File: src/hdl/bclp_pkg.sv
// Package: widths, mode and report codes, register indexes and reset values for the classifier.
`timescale 1ns / 1ps

package bclp_pkg;

  // Field widths
  localparam int unsigned MS_W    = 16;
  localparam int unsigned HELD_W  = 20;
  localparam int unsigned COUNT_W = 8;
  localparam int unsigned LONG_W  = 16;
  localparam int unsigned CIDX_W  = 3;
  localparam int unsigned CDATA_W = 20;

  // Saturation limits
  localparam logic [HELD_W-1:0]  HELD_MAX  = {HELD_W{1'b1}};
  localparam logic [COUNT_W-1:0] COUNT_MAX = {COUNT_W{1'b1}};

  // Register reset values
  localparam logic [LONG_W-1:0] LONG_PRESS_RST    = 16'd300;
  localparam logic [HELD_W-1:0] FIRST_LOW_RST     = 20'd2930;
  localparam logic [HELD_W-1:0] FIRST_HIGH_RST    = 20'd3080;
  localparam logic [HELD_W-1:0] SECOND_LOW_RST    = 20'd7930;
  localparam logic [HELD_W-1:0] SECOND_HIGH_RST   = 20'd8080;

  // Level of the key input when released
  localparam logic KEY_UP_LEVEL = 1'b0;

  typedef enum logic [1:0] {
    MODE_RELEASED = 2'd0,
    MODE_SINGLE   = 2'd1,
    MODE_LONG     = 2'd2,
    MODE_REPEAT   = 2'd3
  } mode_e;

  typedef enum logic [1:0] {
    RPT_NONE   = 2'd0,
    RPT_CLICKS = 2'd1,
    RPT_FIRST  = 2'd2,
    RPT_SECOND = 2'd3
  } report_e;

  typedef enum logic [CIDX_W-1:0] {
    CFG_LONG_PRESS  = 3'd0,
    CFG_FIRST_LOW   = 3'd1,
    CFG_FIRST_HIGH  = 3'd2,
    CFG_SECOND_LOW  = 3'd3,
    CFG_SECOND_HIGH = 3'd4
  } cfg_idx_e;

  // Result item as held in the output register
  typedef struct packed {
    report_e              report_kind;
    logic [COUNT_W-1:0]   click_total;
    mode_e                mode_now;
  } result_t;

endpackage

File: src/hdl/bclp_evt_if.sv
// Interface: key event channel (key level and elapsed milliseconds).
`timescale 1ns / 1ps

interface bclp_evt_if;
  import bclp_pkg::*;

  logic            valid;
  logic            ready;
  logic            key_pressed;
  logic [MS_W-1:0] elapsed_ms;

  modport source (output valid, output key_pressed, output elapsed_ms, input ready);
  modport sink   (input valid, input key_pressed, input elapsed_ms, output ready);
endinterface

File: src/hdl/bclp_res_if.sv
// Interface: classification result channel.
`timescale 1ns / 1ps

interface bclp_res_if;
  import bclp_pkg::*;

  logic               valid;
  logic               ready;
  logic [1:0]         report_kind;
  logic [COUNT_W-1:0] click_total;
  logic [1:0]         mode_now;

  modport source (output valid, output report_kind, output click_total, output mode_now,
                  input ready);
  modport sink   (input valid, input report_kind, input click_total, input mode_now,
                  output ready);
endinterface

File: src/hdl/bclp_cfg_if.sv
// Interface: configuration register write channel.
`timescale 1ns / 1ps

interface bclp_cfg_if;
  import bclp_pkg::*;

  logic               valid;
  logic               ready;
  logic [CIDX_W-1:0]  index;
  logic [CDATA_W-1:0] data;

  modport source (output valid, output index, output data, input ready);
  modport sink   (input valid, input index, input data, output ready);
endinterface

File: src/hdl/button_click_long_press_classifier.sv
// Top level: key click and long-press classifier with registered result output.
// A result appears on the output in the cycle after its event transaction.
// Throughput: one event per cycle while the output register is empty or being drained;
// the state update is a single 20-bit add with saturation and five compares, done in
// the accept cycle into the state registers. A drain and a new load may share a cycle.
// Reset: mode released, held time and click count zero, registers at default values.
`timescale 1ns / 1ps

module button_click_long_press_classifier (
  input  logic clk_i,
  input  logic rst_ni,
  bclp_cfg_if.sink   cfg_i,
  bclp_evt_if.sink   evt_i,
  bclp_res_if.source res_o
);
  import bclp_pkg::*;

  // Configuration registers
  logic [LONG_W-1:0] long_press_q;
  logic [HELD_W-1:0] first_low_q;
  logic [HELD_W-1:0] first_high_q;
  logic [HELD_W-1:0] second_low_q;
  logic [HELD_W-1:0] second_high_q;

  // Classifier state
  mode_e              mode_q, mode_d;
  logic [HELD_W-1:0]  held_q, held_d;
  logic [COUNT_W-1:0] count_q, count_d;

  // Output register
  logic    res_valid_q, res_valid_d;
  result_t res_q, res_d;

  logic              evt_accept;
  logic              released_evt;
  logic [HELD_W:0]   held_sum;
  logic [HELD_W-1:0] held_acc;
  logic              in_first;
  logic              in_second;
  report_e           kind;
  logic [COUNT_W-1:0] total;

  assign cfg_i.ready = 1'b1;

  // Take register writes; ignore unknown indexes
  always_ff @(posedge clk_i or negedge rst_ni) begin
    if (!rst_ni) begin
      long_press_q  <= LONG_PRESS_RST;
      first_low_q   <= FIRST_LOW_RST;
      first_high_q  <= FIRST_HIGH_RST;
      second_low_q  <= SECOND_LOW_RST;
      second_high_q <= SECOND_HIGH_RST;
    end else if (cfg_i.valid) begin
      case (cfg_i.index)
        CFG_LONG_PRESS:  long_press_q  <= cfg_i.data[LONG_W-1:0];
        CFG_FIRST_LOW:   first_low_q   <= cfg_i.data[HELD_W-1:0];
        CFG_FIRST_HIGH:  first_high_q  <= cfg_i.data[HELD_W-1:0];
        CFG_SECOND_LOW:  second_low_q  <= cfg_i.data[HELD_W-1:0];
        CFG_SECOND_HIGH: second_high_q <= cfg_i.data[HELD_W-1:0];
        default: ;
      endcase
    end
  end

  // Accept while the output register is empty or being drained
  assign evt_i.ready = !res_valid_q || res_o.ready;
  assign evt_accept  = evt_i.valid && evt_i.ready;
  assign released_evt = (evt_i.key_pressed == KEY_UP_LEVEL);

  // Accumulate held time with saturation
  assign held_sum = {1'b0, held_q} + {{(HELD_W + 1 - MS_W){1'b0}}, evt_i.elapsed_ms};
  assign held_acc = held_sum[HELD_W] ? HELD_MAX : held_sum[HELD_W-1:0];

  // Hold mark windows, both bounds exclusive
  assign in_first  = (held_acc > first_low_q) && (held_acc < first_high_q);
  assign in_second = (held_acc > second_low_q) && (held_acc < second_high_q);

  // Next state
  always_comb begin
    mode_d  = mode_q;
    held_d  = held_q;
    count_d = count_q;
    if (evt_accept) begin
      case (mode_q)
        MODE_RELEASED: begin
          if (released_evt) begin
            held_d  = '0;
            count_d = '0;
          end else begin
            mode_d = (count_q != '0) ? MODE_REPEAT : MODE_SINGLE;
            if (count_q != COUNT_MAX) begin
              count_d = count_q + 1'b1;
            end
          end
        end
        MODE_SINGLE, MODE_REPEAT: begin
          if (released_evt) begin
            mode_d = MODE_RELEASED;
          end else begin
            held_d = held_acc;
            if (held_acc > {{(HELD_W - LONG_W){1'b0}}, long_press_q}) begin
              mode_d = MODE_LONG;
            end
          end
        end
        MODE_LONG: begin
          if (released_evt) begin
            mode_d = MODE_RELEASED;
          end else begin
            held_d = held_acc;
          end
        end
        default: mode_d = MODE_RELEASED;
      endcase
    end
  end

  // Report for this event
  always_comb begin
    kind  = RPT_NONE;
    total = '0;
    if (mode_q == MODE_RELEASED && released_evt) begin
      kind  = RPT_CLICKS;
      total = count_q;
    end else if (mode_q == MODE_LONG && !released_evt) begin
      if (in_first) begin
        kind = RPT_FIRST;
      end else if (in_second) begin
        kind = RPT_SECOND;
      end
    end
  end

  // Load or drain the output register
  always_comb begin
    res_valid_d = res_valid_q;
    res_d       = res_q;
    if (evt_accept) begin
      res_valid_d       = 1'b1;
      res_d.report_kind = kind;
      res_d.click_total = total;
      res_d.mode_now    = mode_d;
    end else if (res_o.ready) begin
      res_valid_d = 1'b0;
    end
  end

  always_ff @(posedge clk_i or negedge rst_ni) begin
    if (!rst_ni) begin
      mode_q      <= MODE_RELEASED;
      held_q      <= '0;
      count_q     <= '0;
      res_valid_q <= 1'b0;
    end else begin
      mode_q      <= mode_d;
      held_q      <= held_d;
      count_q     <= count_d;
      res_valid_q <= res_valid_d;
    end
  end

  always_ff @(posedge clk_i) begin
    res_q <= res_d;
  end

  assign res_o.valid       = res_valid_q;
  assign res_o.report_kind = res_q.report_kind;
  assign res_o.click_total = res_q.click_total;
  assign res_o.mode_now    = res_q.mode_now;

  // Reported mode matches the state it left behind
  a_mode_tracks : assert property (@(posedge clk_i) disable iff (!rst_ni)
    evt_accept |=> (res_q.mode_now == mode_q))
    else $error("reported mode differs from state");

  // A click report only happens in released mode
  a_click_released : assert property (@(posedge clk_i) disable iff (!rst_ni)
    (res_valid_q && res_q.report_kind == RPT_CLICKS) |-> (res_q.mode_now == MODE_RELEASED))
    else $error("click report outside released mode");

  // Click report clears count and held time
  a_click_clears : assert property (@(posedge clk_i) disable iff (!rst_ni)
    (evt_accept && mode_q == MODE_RELEASED && released_evt) |=>
      (held_q == '0 && count_q == '0))
    else $error("click report did not clear state");

  // A press from released always leaves a nonzero count
  a_press_counts : assert property (@(posedge clk_i) disable iff (!rst_ni)
    (evt_accept && mode_q == MODE_RELEASED && !released_evt) |=> (count_q != '0))
    else $error("press did not count a click");

  // State stands still without an accepted event
  a_state_holds : assert property (@(posedge clk_i) disable iff (!rst_ni)
    !evt_accept |=> ($stable(mode_q) && $stable(held_q) && $stable(count_q)))
    else $error("state changed without an event");

endmodule
File: src/flat_wrapper.sv
// flat-port wrapper written by rule: the top's interface ports become plain ports
module button_click_long_press_classifier_flat import bclp_pkg::*;
  (clk_i, rst_ni, cfg_i_valid, cfg_i_index, cfg_i_data, cfg_i_ready, evt_i_valid, evt_i_key_pressed, evt_i_elapsed_ms, evt_i_ready, res_o_valid, res_o_report_kind, res_o_click_total, res_o_mode_now, res_o_ready);
  bclp_cfg_if cfg_i_i ();
  bclp_evt_if evt_i_i ();
  bclp_res_if res_o_i ();
  input  logic clk_i;
  input  logic rst_ni;
  input wire logic [$bits(cfg_i_i.valid)-1:0] cfg_i_valid;
  input wire logic [$bits(cfg_i_i.index)-1:0] cfg_i_index;
  input wire logic [$bits(cfg_i_i.data)-1:0] cfg_i_data;
  output wire logic [$bits(cfg_i_i.ready)-1:0] cfg_i_ready;
  input wire logic [$bits(evt_i_i.valid)-1:0] evt_i_valid;
  input wire logic [$bits(evt_i_i.key_pressed)-1:0] evt_i_key_pressed;
  input wire logic [$bits(evt_i_i.elapsed_ms)-1:0] evt_i_elapsed_ms;
  output wire logic [$bits(evt_i_i.ready)-1:0] evt_i_ready;
  output wire logic [$bits(res_o_i.valid)-1:0] res_o_valid;
  output wire logic [$bits(res_o_i.report_kind)-1:0] res_o_report_kind;
  output wire logic [$bits(res_o_i.click_total)-1:0] res_o_click_total;
  output wire logic [$bits(res_o_i.mode_now)-1:0] res_o_mode_now;
  input wire logic [$bits(res_o_i.ready)-1:0] res_o_ready;
  assign cfg_i_i.valid = cfg_i_valid;
  assign cfg_i_i.index = cfg_i_index;
  assign cfg_i_i.data = cfg_i_data;
  assign cfg_i_ready = cfg_i_i.ready;
  assign evt_i_i.valid = evt_i_valid;
  assign evt_i_i.key_pressed = evt_i_key_pressed;
  assign evt_i_i.elapsed_ms = evt_i_elapsed_ms;
  assign evt_i_ready = evt_i_i.ready;
  assign res_o_valid = res_o_i.valid;
  assign res_o_report_kind = res_o_i.report_kind;
  assign res_o_click_total = res_o_i.click_total;
  assign res_o_mode_now = res_o_i.mode_now;
  assign res_o_i.ready = res_o_ready;
  button_click_long_press_classifier u_core (.clk_i(clk_i), .rst_ni(rst_ni), .cfg_i(cfg_i_i), .evt_i(evt_i_i), .res_o(res_o_i));
endmodule
File: config.mk
export PLATFORM = sky130hd
export DESIGN_NAME = button_click_long_press_classifier_flat
export DESIGN_NICKNAME = d
export VERILOG_FILES = /design/src/hdl/bclp_pkg.sv /design/src/hdl/bclp_evt_if.sv /design/src/hdl/bclp_res_if.sv /design/src/hdl/bclp_cfg_if.sv /design/src/hdl/button_click_long_press_classifier.sv /design/src/flat_wrapper.sv
export SDC_FILE = /design/constraint.sdc
export NUM_CORES = 1
export LEC_CHECK = 0
export ABC_AREA = 1
export BUFFER_PORTS_ARGS = -buffer_cell sky130_fd_sc_hd__buf_2
export CORE_ASPECT_RATIO = 1.75
export CORE_MARGIN = 2
export CORE_UTILIZATION = 55
export CTS_BUF_LIST = sky130_fd_sc_hd__clkbuf_2
export CTS_CLUSTER_DIAMETER = 100
export CTS_CLUSTER_SIZE = 14
export DETAILED_ROUTE_END_ITERATION = 10
export PLACE_DENSITY = 0.74
export SYNTH_ARGS = -nofsm -noshare
export SYNTH_HDL_FRONTEND = slang
export SYNTH_SLANG_ARGS = --single-unit
File: constraint.sdc
create_clock -name clk_i -period 6.03 [get_ports clk_i]
set_clock_uncertainty 0.15 [all_clocks]
set_input_delay 0.603 -clock clk_i [delete_from_list [all_inputs] [get_ports clk_i]]
set_output_delay 0.603 -clock clk_i [all_outputs]
set_load 0.03 [all_outputs]
Word level (Yosys, flattened, before mapping) --
Index checks and enable logic that the tools add are counted.
Word-level totals: bits in registers 139, input bits 45, logic and storage cells 72
Cells by class: add/sub/neg operators 2, order comparisons 5, equality and inequality tests 11, muxes and demuxes 18, bitwise operators 2, reduce and logical (&&, ||, !) cells 21
Operators by type and width (number):
- $mux 20 | 3
- $gt 20x20->1 | 2
- $lt 20x20->1 | 2
- $pmux 20 s2 | 1
- $add 20x16->21 | 1
- $gt 20x16->1 | 1
- $mux 2 | 8
- $mux 8 | 2
- $reduce_and 2->1 | 5
- $add 8x1->8 const B | 1
- $ne 8x8->1 const B | 1
- $reduce_bool 8->1 | 1
- $eq 3x2->1 const B | 2
- $pmux 2 s3 | 1
- $reduce_and 3->1 | 2
- $logic_and 1x1->1 | 5
- $eq 2x2->1 const B | 2
- $ne 2x1->1 const B | 2
- $reduce_or 2->1 | 2
- $eq 3x1->1 const B | 1
- $eq 3x3->1 const B | 1
- $logic_not 3->1 | 1
- $mux 1 | 3
- $reduce_or 3->1 | 1
- other kinds (7) | 8

Logic depth before layout (Yosys ltp) --
Gate-level depths: netlist of the first run.
depth after elaboration 7, mapped depth 25, depth with buffers taken out 25

Least setup slack after synthesis of the first run --
Ideal clock, no wire load.
kind input-to-reg, from input evt_i_elapsed_ms[0], to register u_core.res_q (netlist bit u_core.res_o.report_kind[0]), data pin, arrival time 3.363 ns, path slack 2.253 ns, stages 22, cells stage by stage ha_1 -> fa_1 -> nand2_2 -> nand2_2 -> and2_4 -> a21oi_2 -> o21ai_2 -> nand4_1 -> nand2_1 -> nand2_1 -> nand3_1 -> ha_1 -> nand4_1 -> or2_2 -> nor3_1 -> inv_1 -> a21oi_1 -> nor2_1 -> nor2_1 -> nand2_1 -> nand3_1 -> nand2_1
On the way: word-level cells in the longest chain between the ends 7, elaborated cells on any way between the ends 11, classes of those cells 1 x add/sub; 4 x order compare; 4 x mux; 2 x reduce/logical
Ends and longest elaborated chain:
- start: declaration | line flat_wrapper.sv:15 | input wire logic [$bits(evt_i_i.elapsed_ms)-1:0] evt_i_elapsed_ms;
- $add 20x16->21 * | line button_click_long_press_classifier.sv:71 | assign held_sum = {1'b0, held_q} + {{(HELD_W + 1 - MS_W){1'b0}}, evt_i.elapsed_ms};
- $mux 20 * | line button_click_long_press_classifier.sv:72 | assign held_acc = held_sum[HELD_W] ? HELD_MAX : held_sum[HELD_W-1:0];
- $gt 20x20->1 or $lt 20x20->1 (tied branches) | line button_click_long_press_classifier.sv:76 | assign in_second = (held_acc > second_low_q) && (held_acc < second_high_q);
- $logic_and 1x1->1 | line button_click_long_press_classifier.sv:76
- $mux 2 | line button_click_long_press_classifier.sv:128 | end else if (in_second) begin
- $mux 2 * | line button_click_long_press_classifier.sv:126 | if (in_first) begin
- $mux 1 * | line button_click_long_press_classifier.sv:125 | end else if (mode_q == MODE_LONG && !released_evt) begin
- end signal: assignment | line button_click_long_press_classifier.sv:163 | res_q <= res_d;
- end: declaration | line button_click_long_press_classifier.sv:32 | result_t res_q, res_d;
Every way passes the cells marked *; elsewhere a longest branch is shown, timed or not. A chain may end at the register's enable or synchronous reset.

Final worst setup path of the first run --
from register u_core.held_q[0], to register u_core.res_q (netlist bit u_core.res_o.report_kind[0]), data pin
On the way: word-level cells in the longest chain between the ends 7, elaborated cells on any way between the ends 11, classes of those cells 1 x add/sub; 4 x order compare; 4 x mux; 2 x reduce/logical
Ends and longest elaborated chain:
- start: declaration | line button_click_long_press_classifier.sv:27 | logic [HELD_W-1:0] held_q, held_d;
- start signal: assignment | line button_click_long_press_classifier.sv:156 | held_q <= held_d;
- $add 20x16->21 * | line button_click_long_press_classifier.sv:71
- $mux 20 * | line button_click_long_press_classifier.sv:72
- $gt 20x20->1 or $lt 20x20->1 (tied branches) | line button_click_long_press_classifier.sv:76
- $logic_and 1x1->1 | line button_click_long_press_classifier.sv:76
- $mux 2 | line button_click_long_press_classifier.sv:128
- $mux 2 * | line button_click_long_press_classifier.sv:126
- $mux 1 * | line button_click_long_press_classifier.sv:125
Marks and branches as above.

==> run metrics, run 1 <==
Die Y 172 um; total grt overflow 0; register area roughly 3600 sq um; CP Data Arrival Time 4.65 ns; Placer Congestion around 0.93; final WL roughly 22,000 um; Max-slew headroom a little over a fifth; combinational group share of total power between 60% and 70%; Total Routing Usage GR between 20% and 30%; Reg power frac between 20 and 30%; Pint 2.45 mW; Synth Warn # 0; register area share after synthesis approximately 40%; # resized after CTS 0; IO Count 60; area of the multi-input gates 4530 sq um; switching fraction of total power between 40% and 50%; Clock Tree Root clkbuf_2; Clock Power Share a little under an eighth; Die Width between 100 and 150 um; CTS Buf Count 17; max-slew violations 0; DRT iter0 DRCs 371; Setup CP Type reg2reg; clock buffer depth 2; core area ~16,000 sq um; endpoints failing setup 0; first-pass GRT wire length between 30,000 and 40,000 um; H-tree depth 4; slew at the pin with the worst max-slew slack ~1.2 ns; vias in the first global route between 7,000 and 8,000; Post-DP HPWL 16,900 um; Worst setup EP type flip-flop; Buffers on Ports 58; Final Cycle Share about 70%; DRT Pass-1 Iters 6; post-DR vias/cell roughly 5.5; top_reg_cell synth dfrtp_1; switching pwr 2.29 mW; VDD IR-drop max around 0.22 mV; vias between 7,000 and 8,000; number of enable flip-flop cells after synthesis 12; CTS Sinks ~140; Fill cells 1,469; syn nets approximately 1,200; nets between 1,000 and 1,500; syn_area_per_cell between 8 and 9 sq um; CP Max Fanout 13; largest net degree at the start of global routing 66; Leakage 4.93 nW; post-synth cell types 50; fin crit period ~4.3 ns; CP Launch Type flip-flop; post-placement cell count roughly 1,300; fin cells approximately 1,400; Yosys reg bits ~140; Post-Syn Area between 8000 and 9000 sq um; Async S/R FF share, synth approximately 90%; status complete, no violations; Core Rows slightly above 60; clock slew at reported path FFs around 0.24 ns; die area around 17,000 sq um; post-DR wirelength/cell 16.4 um; Post-route DRC 0; TNS Setup 0 ns; layout cells sized above 1 about 15%; pwr/cell area roughly 490 nW/um^2; post-route antenna net violation count 0; antenna violations before repair 1; final hold violation count 0; Max Cap Viol 0; unrepaired setup endpoints after global routing false; Achievable Freq about 230 MHz; Area Overhead vs Synth 9.21%; Initial Utilization ~56%; synthesized instance count roughly 1,100; CP required around 6.4 ns; CTS tree done; clk_lat worst skew roughly 0.76 ns; Hold Crit Class in2reg
[logic make-up (layout without fill, tap and decap cells)]
group | count (synthesis) | after routing | synth area share, %
adder cells (fa/ha/maj) | 113 | 113 | 16.0
flip-flops | 139 | 139 | 40.3
XOR/XNOR | 4 | 4 | 0.395
other | 1 | 2 | 0.0423
AND/OR/NAND/NOR | 383 | 383 | 19.6
buffers and inverters | 199 | 282 | 8.59
AO/OA/AOI/OAI | 238 | 238 | 15.1
[power groups by stage]
stage | sequential, mW | clock, mW | combinational [mW]
after global placement | 1.34 | 0 | 2.77
after global routing | 1.36 | 0.583 | 3.28
after CTS | 1.33 | 0.547 | 2.85
final | 1.33 | 0.542 | 2.87
after detailed placement | 1.35 | 0 | 2.83
after floorplan | 1.33 | 0 | 2.06
[registers in the layout (all words and copies together), names as in the netlist]
register and flops:
u_core.mode_q 2, u_core.first_high_q 20, u_core.first_low_q 20, u_core.second_high_q 20, u_core.held_q 20, u_core.count_q 8, u_core.res_o.report_kind 2, u_core.res_o.mode_now 2
u_core.res_o.valid 1, u_core.second_low_q 20, u_core.res_o.click_total 8, u_core.long_press_q 16
[worst max-delay path, cell delays in order, from the launching register on]
cell and delay (ns):
dfrtp_1 0.44, ha_1 0.23, fa_1 0.42, nand2_2 0.10, nand2_2 0.07, nand3_2 0.10
nand2_2 0.08, nand2_2 0.08, nand2_4 0.07, nand2_4 0.20, inv_4 0.09, a21oi_1 0.11
o21ai_1 0.24, ha_1 0.43, nand4_1 0.09, or2_2 0.30, nor3_1 0.23, inv_1 0.09
a21oi_1 0.14, nor2_1 0.06, nor2_1 0.10, nand2_1 0.08, nand3_1 0.08, nand2_1 0.05
[through the flow]
step,power (mW),worst slack [ns],util [%],instance area (sq um),hold slack (ns)
floorplan,3.39,2.25,-,8870,0.157
global placement,4.11,1.49,58.8,9340,0.317
detailed placement,4.18,1.45,58.8,9340,0.323
CTS,4.73,1.78,61.0,9690,0.00391
global route,5.22,1.40,61.0,9690,0.0174
finish,4.74,1.77,61.0,9690,0.0223
[final timing paths]
check,from,slack (ns),to,depth (start not counted)
min in group asynchronous,rst_ni,0.31,u_core.held_q[5]$_DFFE_PN0P_,2
worst min-delay path,cfg_i_data[4],0.02,u_core.second_high_q[4]$_DFFE_PN1P_,3
worst max-delay path,u_core.held_q[0]$_DFFE_PN0P_,1.77,u_core.res_o.report_kind[0]$_SDFFCE_PP1P_,23
max in group asynchronous,rst_ni,4.07,u_core.second_high_q[3]$_DFFE_PN0P_,3
worst min register to register,u_core.second_high_q[7]$_DFFE_PN1P_,0.35,u_core.second_high_q[7]$_DFFE_PN1P_,2
worst max register to register,u_core.held_q[0]$_DFFE_PN0P_,1.77,u_core.res_o.report_kind[0]$_SDFFCE_PP1P_,23
[synthesized netlist by cell type (all sizes together), types with 4 or more instances]
master,instances,area [sq um]
inv,174,656
nor3,11,75.1
a21oi,72,394
nand3,40,240
xor2,4,35.0
dfstp,31,815
nand2,233,912
or2,9,56.3
o21ai,134,689
clkbuf,22,82.6
nand4,20,125
edfxtp,12,360
dfrtp,96,2400
ha,112,1400
a22o,14,123
nor2,61,259
a31oi,5,31.3
[placed cells by master (no fill, tap or decap), types with 5 or more instances in the layout]
master / synthesis / final
o21ai_2: 5 / 5
ha_1: 112 / 112
inv_1: 169 / 169
dfstp_2: 31 / 31
nand4_1: 20 / 20
nor3_1: 7 / 7
clkbuf_2: 0 / 20
a31oi_1: 5 / 5
nand2_2: 9 / 9
dlygate4sd3_1: 0 / 12
buf_4: 1 / 7
edfxtp_1: 12 / 12
nor2_1: 55 / 55
a21oi_1: 63 / 63
o21ai_0: 125 / 125
nand3_1: 35 / 35
nand2_1: 222 / 222
buf_2: 1 / 57
dfrtp_1: 96 / 96
or2_1: 5 / 5
a22o_1: 14 / 14
a21oi_2: 9 / 9
[per-layer routing]
layer | track usage [%] | vias to the layer above | routed length [um]
met4 | 13.3 | 0 | 889
met5 | 0 | - | 0
met3 | 3.19 | 53 | 541
met2 | 50.7 | 161 | 12200
li1 | - | 3696 | -
met1 | 28.6 | 3495 | 8510
[layout make-up]
class,instances,share of cell area [%]
clock buffers,20,1.03
multi-input cells,739,46.8
well taps,189,2.44
flip-flops and latches,139,36.9
clock inverters,12,1.30
diodes,1,0.0258
repair buffers,76,4.73
inverters,174,6.77
[repair_timing]
item / in CTS / in global routing
endpoints found under the hold margin: 67 / 0
hold buffers: 12 / 0
buffers inserted: 0 / 0
Power figures use the tool's default switching activity.
==> run 2: changes to the inputs <==
Settings changed: ABC_AREA 1 to 0.
Clock period 6.03 ns to 4.1 ns, I/O delays scaled along.
==> run 2 against run 1 <==
Against the previous run:
- the flow now finishes with violations (negative setup slack)
- critical path depth is 5 lower
- worst setup slack worse by 2.2 ns
- critical endpoint is now u_core.res_o.report_kind[1]$_SDFFCE_PP0P_
- sequential share of layout area is 3.8 points lower
- highest routed layer unchanged
- routed wire length is 11% higher
- via count is 2.2% higher
- largest cell class unchanged
- first-iteration DRC count is 32% higher
- hold slack better by 0.022 ns
==> run metrics, run 2 <==
CP Launch Type flip-flop; Post-Syn Area 8540 sq um (-3.8%); post-DR wirelength/cell 18.8 um (+15%); largest cells by area after synthesis dfrtp_1 (28%), ha_1 (16%), dfstp_2 (9.5%); slack of the critical path -0.440 ns (-2.21 ns); total grt overflow 0 (unchanged); unrepaired setup endpoints after global routing true; CP required 4.57 ns (-1.85 ns); Post-DP HPWL 18,000 um (+6.8%); pwr/cell area 801 nW/um^2 (+64%); Async S/R FF share, synth 91.4% (unchanged); post-placement cell count 1,234 (-5.4%); Leakage 5.18 nW (+4.9%); Max-slew headroom 29.8% (+7.9 points); Max Cap Viol 0 (unchanged); status finished, violations left; post-DR vias/cell 5.81 (+6.0%); DRT Pass-1 Iters 8 (+2); Placer Congestion 0.927 (-0.16%); post-route cell area 10,800 sq um (+11%); most frequent cells in the layout buf_4 (119), nand2_1 (111), ha_1 (105), o21ai_0 (101), inv_1 (99); switching fraction of total power 43.6% (-4.6 points); layout cells sized above 1 29.4% (+14 points); max-slew violations 0 (unchanged); Buffers on Ports 58 (unchanged); first-pass GRT wire length 39,100 um (+11%); FF-to-FF Start u_core.held_q[3]$_DFFE_PN0P_; endpoints failing setup 6 (+6); die area 16,600 sq um (-3.6%); VDD IR-drop max 0.344 mV (+55%); clk_lat worst skew 0.78 ns (+0.02 ns); CP Data Arrival Time 5.01 ns (+0.36 ns); worst reg2reg endpoint u_core.res_o.report_kind[1]$_SDFFCE_PP0P_; Post-route DRC 0 (unchanged); Initial Utilization 55.8% (-0.14 points); antenna violations before repair 1 (unchanged); largest net degree at the start of global routing 80 (+21%); Clock Power Share 10.5% (-0.9 points); slew at the pin with the worst max-slew slack 1.05 ns (-0.116 ns); top_reg_cell synth dfrtp_1; FF-to-FF path depth 18 (-22%); Die Y 169 um (-1.9%); Synth top area share 28.1% (+1.1 points); dpl cell area 9930 sq um (+6.3%); Hold Crit Class in2reg; Post-synth top cells ha_1 (112), nand2_1 (112), o21ai_0 (105); IO Count 60 (unchanged); synthesized instance count 900 (-16%); clock slew at reported path FFs 0.24 ns (about the same); Clock Tree Root clkbuf_2; syn nets 1,058 (-14%); syn_area_per_cell 9.49 sq um (+15%); Area Overhead vs Synth 26.5%; final WL 24,500 um (+11%); most common cell after layout, fill and taps aside buf_4; DRT iter0 DRCs 488 (+32%); final hold violation count 0 (unchanged); Core Rows 60 (-1.6%); min-delay src cfg_i_valid; Final Cycle Share 111% (+40 points); combinational group share of total power 67.1% (+6.6 points); top cell type by total area after synthesis dfrtp_1; Achievable Freq 220 MHz (-6.1%); Total Routing Usage GR 30.1% (+3.4 points); CTS tree done; Setup CP Type reg2reg; fin crit period 4.54 ns (+0.276 ns); nets 1,260 (-3.4%); Die Width 98.2 um (-1.8%); Reg power frac 22.4% (-5.7 points); CP Max Fanout 5 (-8); H-tree depth 4 (unchanged); CTS Sinks 139 (unchanged); Yosys reg bits 139 (unchanged); WHS Endpoint u_core.first_high_q[1]$_DFFE_PN0P_; clock buffer depth 2 (unchanged); CTS Buf Count 17 (unchanged); reg2reg setup slack -0.44 ns (-2.21 ns); Synth Warn # 0 (unchanged); Worst setup EP type flip-flop; vias in the first global route 7,917 (+6.4%); violated checks negative setup slack; Hold Path Stages 6 (+3); switching pwr 3.78 mW (+65%); register area share after synthesis 41.9% (+1.6 points); Pint 4.88 mW (+99%); post-route antenna net violation count 0 (unchanged); Fill cells 1,161 (-21%); post-synth cell types 61 (+22%); fin cells 1,302 (-3.6%); number of enable flip-flop cells after synthesis 12 (unchanged); core area 15,300 sq um (-3.5%); vias 7,569 (+2.2%)
[run 2: per-layer routing]
layer	up-vias	share of wire [%]	GRT usage (%)
met3	112	4.0	4.50
met1	3619	38	32.1
li1	3580	-	-
met2	258	52	56.1
met5	-	0	0
met4	0	5.9	16.4
[run 2: final cells by class]
class	count	area, sq um	share of cell area, %
clock inverter	15	178	1.65
antenna	1	2.50	0.0232
inverter	100	375	3.48
clock buffer	17	85.1	0.788
sequential	139	3580	33.1
timing repair buffer	211	1550	14.4
tap	186	233	2.15
multi-input combinational	633	4800	44.4
[run 2: metrics by stage]
step	TNS [ns]	utilization, %	total power [mW]	worst slack (ns)	hold slack [ns]
2_1_floorplan	0	-	4.90	0.00548	-0.0356
3_3_place_gp	-2.86	64.8	7.02	-0.561	0.322
3_5_place_dp	-3.28	64.8	7.17	-0.605	0.334
4_1_cts	-1.05	70.1	8.45	-0.291	0.0167
5_1_grt	-2.47	70.5	9.29	-0.580	0.0918
6_report	-1.77	70.5	8.65	-0.440	0.0441
[run 2: what timing repair did]
action,4_1_cts,5_1_grt
hold buffers,29,0
endpoints found under the hold margin,152,0
buffers inserted,6,0
gates cloned,0,0
resized for setup,41,11
endpoints found under the setup margin,6,6
pin swaps,22,11
[run 2: kinds of logic after synthesis]
group	synth area share (%)
buf+inv	5.70
xor+xnor	1.85
simple gates	13.7
fa+ha+maj	16.6
flops	41.9
compound gates	17.0
mux	3.17
other cells	0.0439
[run 2: how the worst max path moves through the flow]
stage	startpoint	end	slack, ns	cells after the start
2_1_floorplan	evt_i_elapsed_ms[0]	u_core.res_o.report_kind[1]$_SDFFCE_PP0P_	0.005	16
3_3_place_gp	evt_i_elapsed_ms[0]	u_core.res_o.mode_now[0]$_DFFE_PP_	-0.56	19
3_5_place_dp	evt_i_elapsed_ms[0]	u_core.res_o.report_kind[1]$_SDFFCE_PP0P_	-0.61	19
4_1_cts	u_core.held_q[1]$_DFFE_PN0P_	u_core.res_o.report_kind[1]$_SDFFCE_PP0P_	-0.29	17
5_1_grt	u_core.held_q[3]$_DFFE_PN0P_	u_core.res_o.report_kind[1]$_SDFFCE_PP0P_	-0.58	18
6_report	u_core.held_q[3]$_DFFE_PN0P_	u_core.res_o.report_kind[1]$_SDFFCE_PP0P_	-0.44	18
[run 2: power groups by stage]
stage	registers [mW]	clock network, mW	logic [mW]
floorplan	1.93	0	2.97
global placement	1.94	0	5.08
detailed placement	1.95	0	5.21
CTS	1.93	0.921	5.60
global route	1.97	0.975	6.35
finish	1.94	0.911	5.81
[run 2: worst max-delay path, cell delays in order (launching register included)]
cell and delay [ns]:
dfrtp_1 0.46, ha_4 0.30, buf_4 0.10, o211ai_1 0.11, o211ai_2 0.37, nand4_1 0.32
nand2_2 0.21, buf_4 0.14, nand4b_1 0.14, and2_4 0.20, ha_4 0.27, nand3_2 0.07
nor3_2 0.10, nand2_1 0.12, or4_4 0.51, o2111ai_2 0.21, o2111ai_2 0.15, or2_1 0.24
a211oi_2 0.21
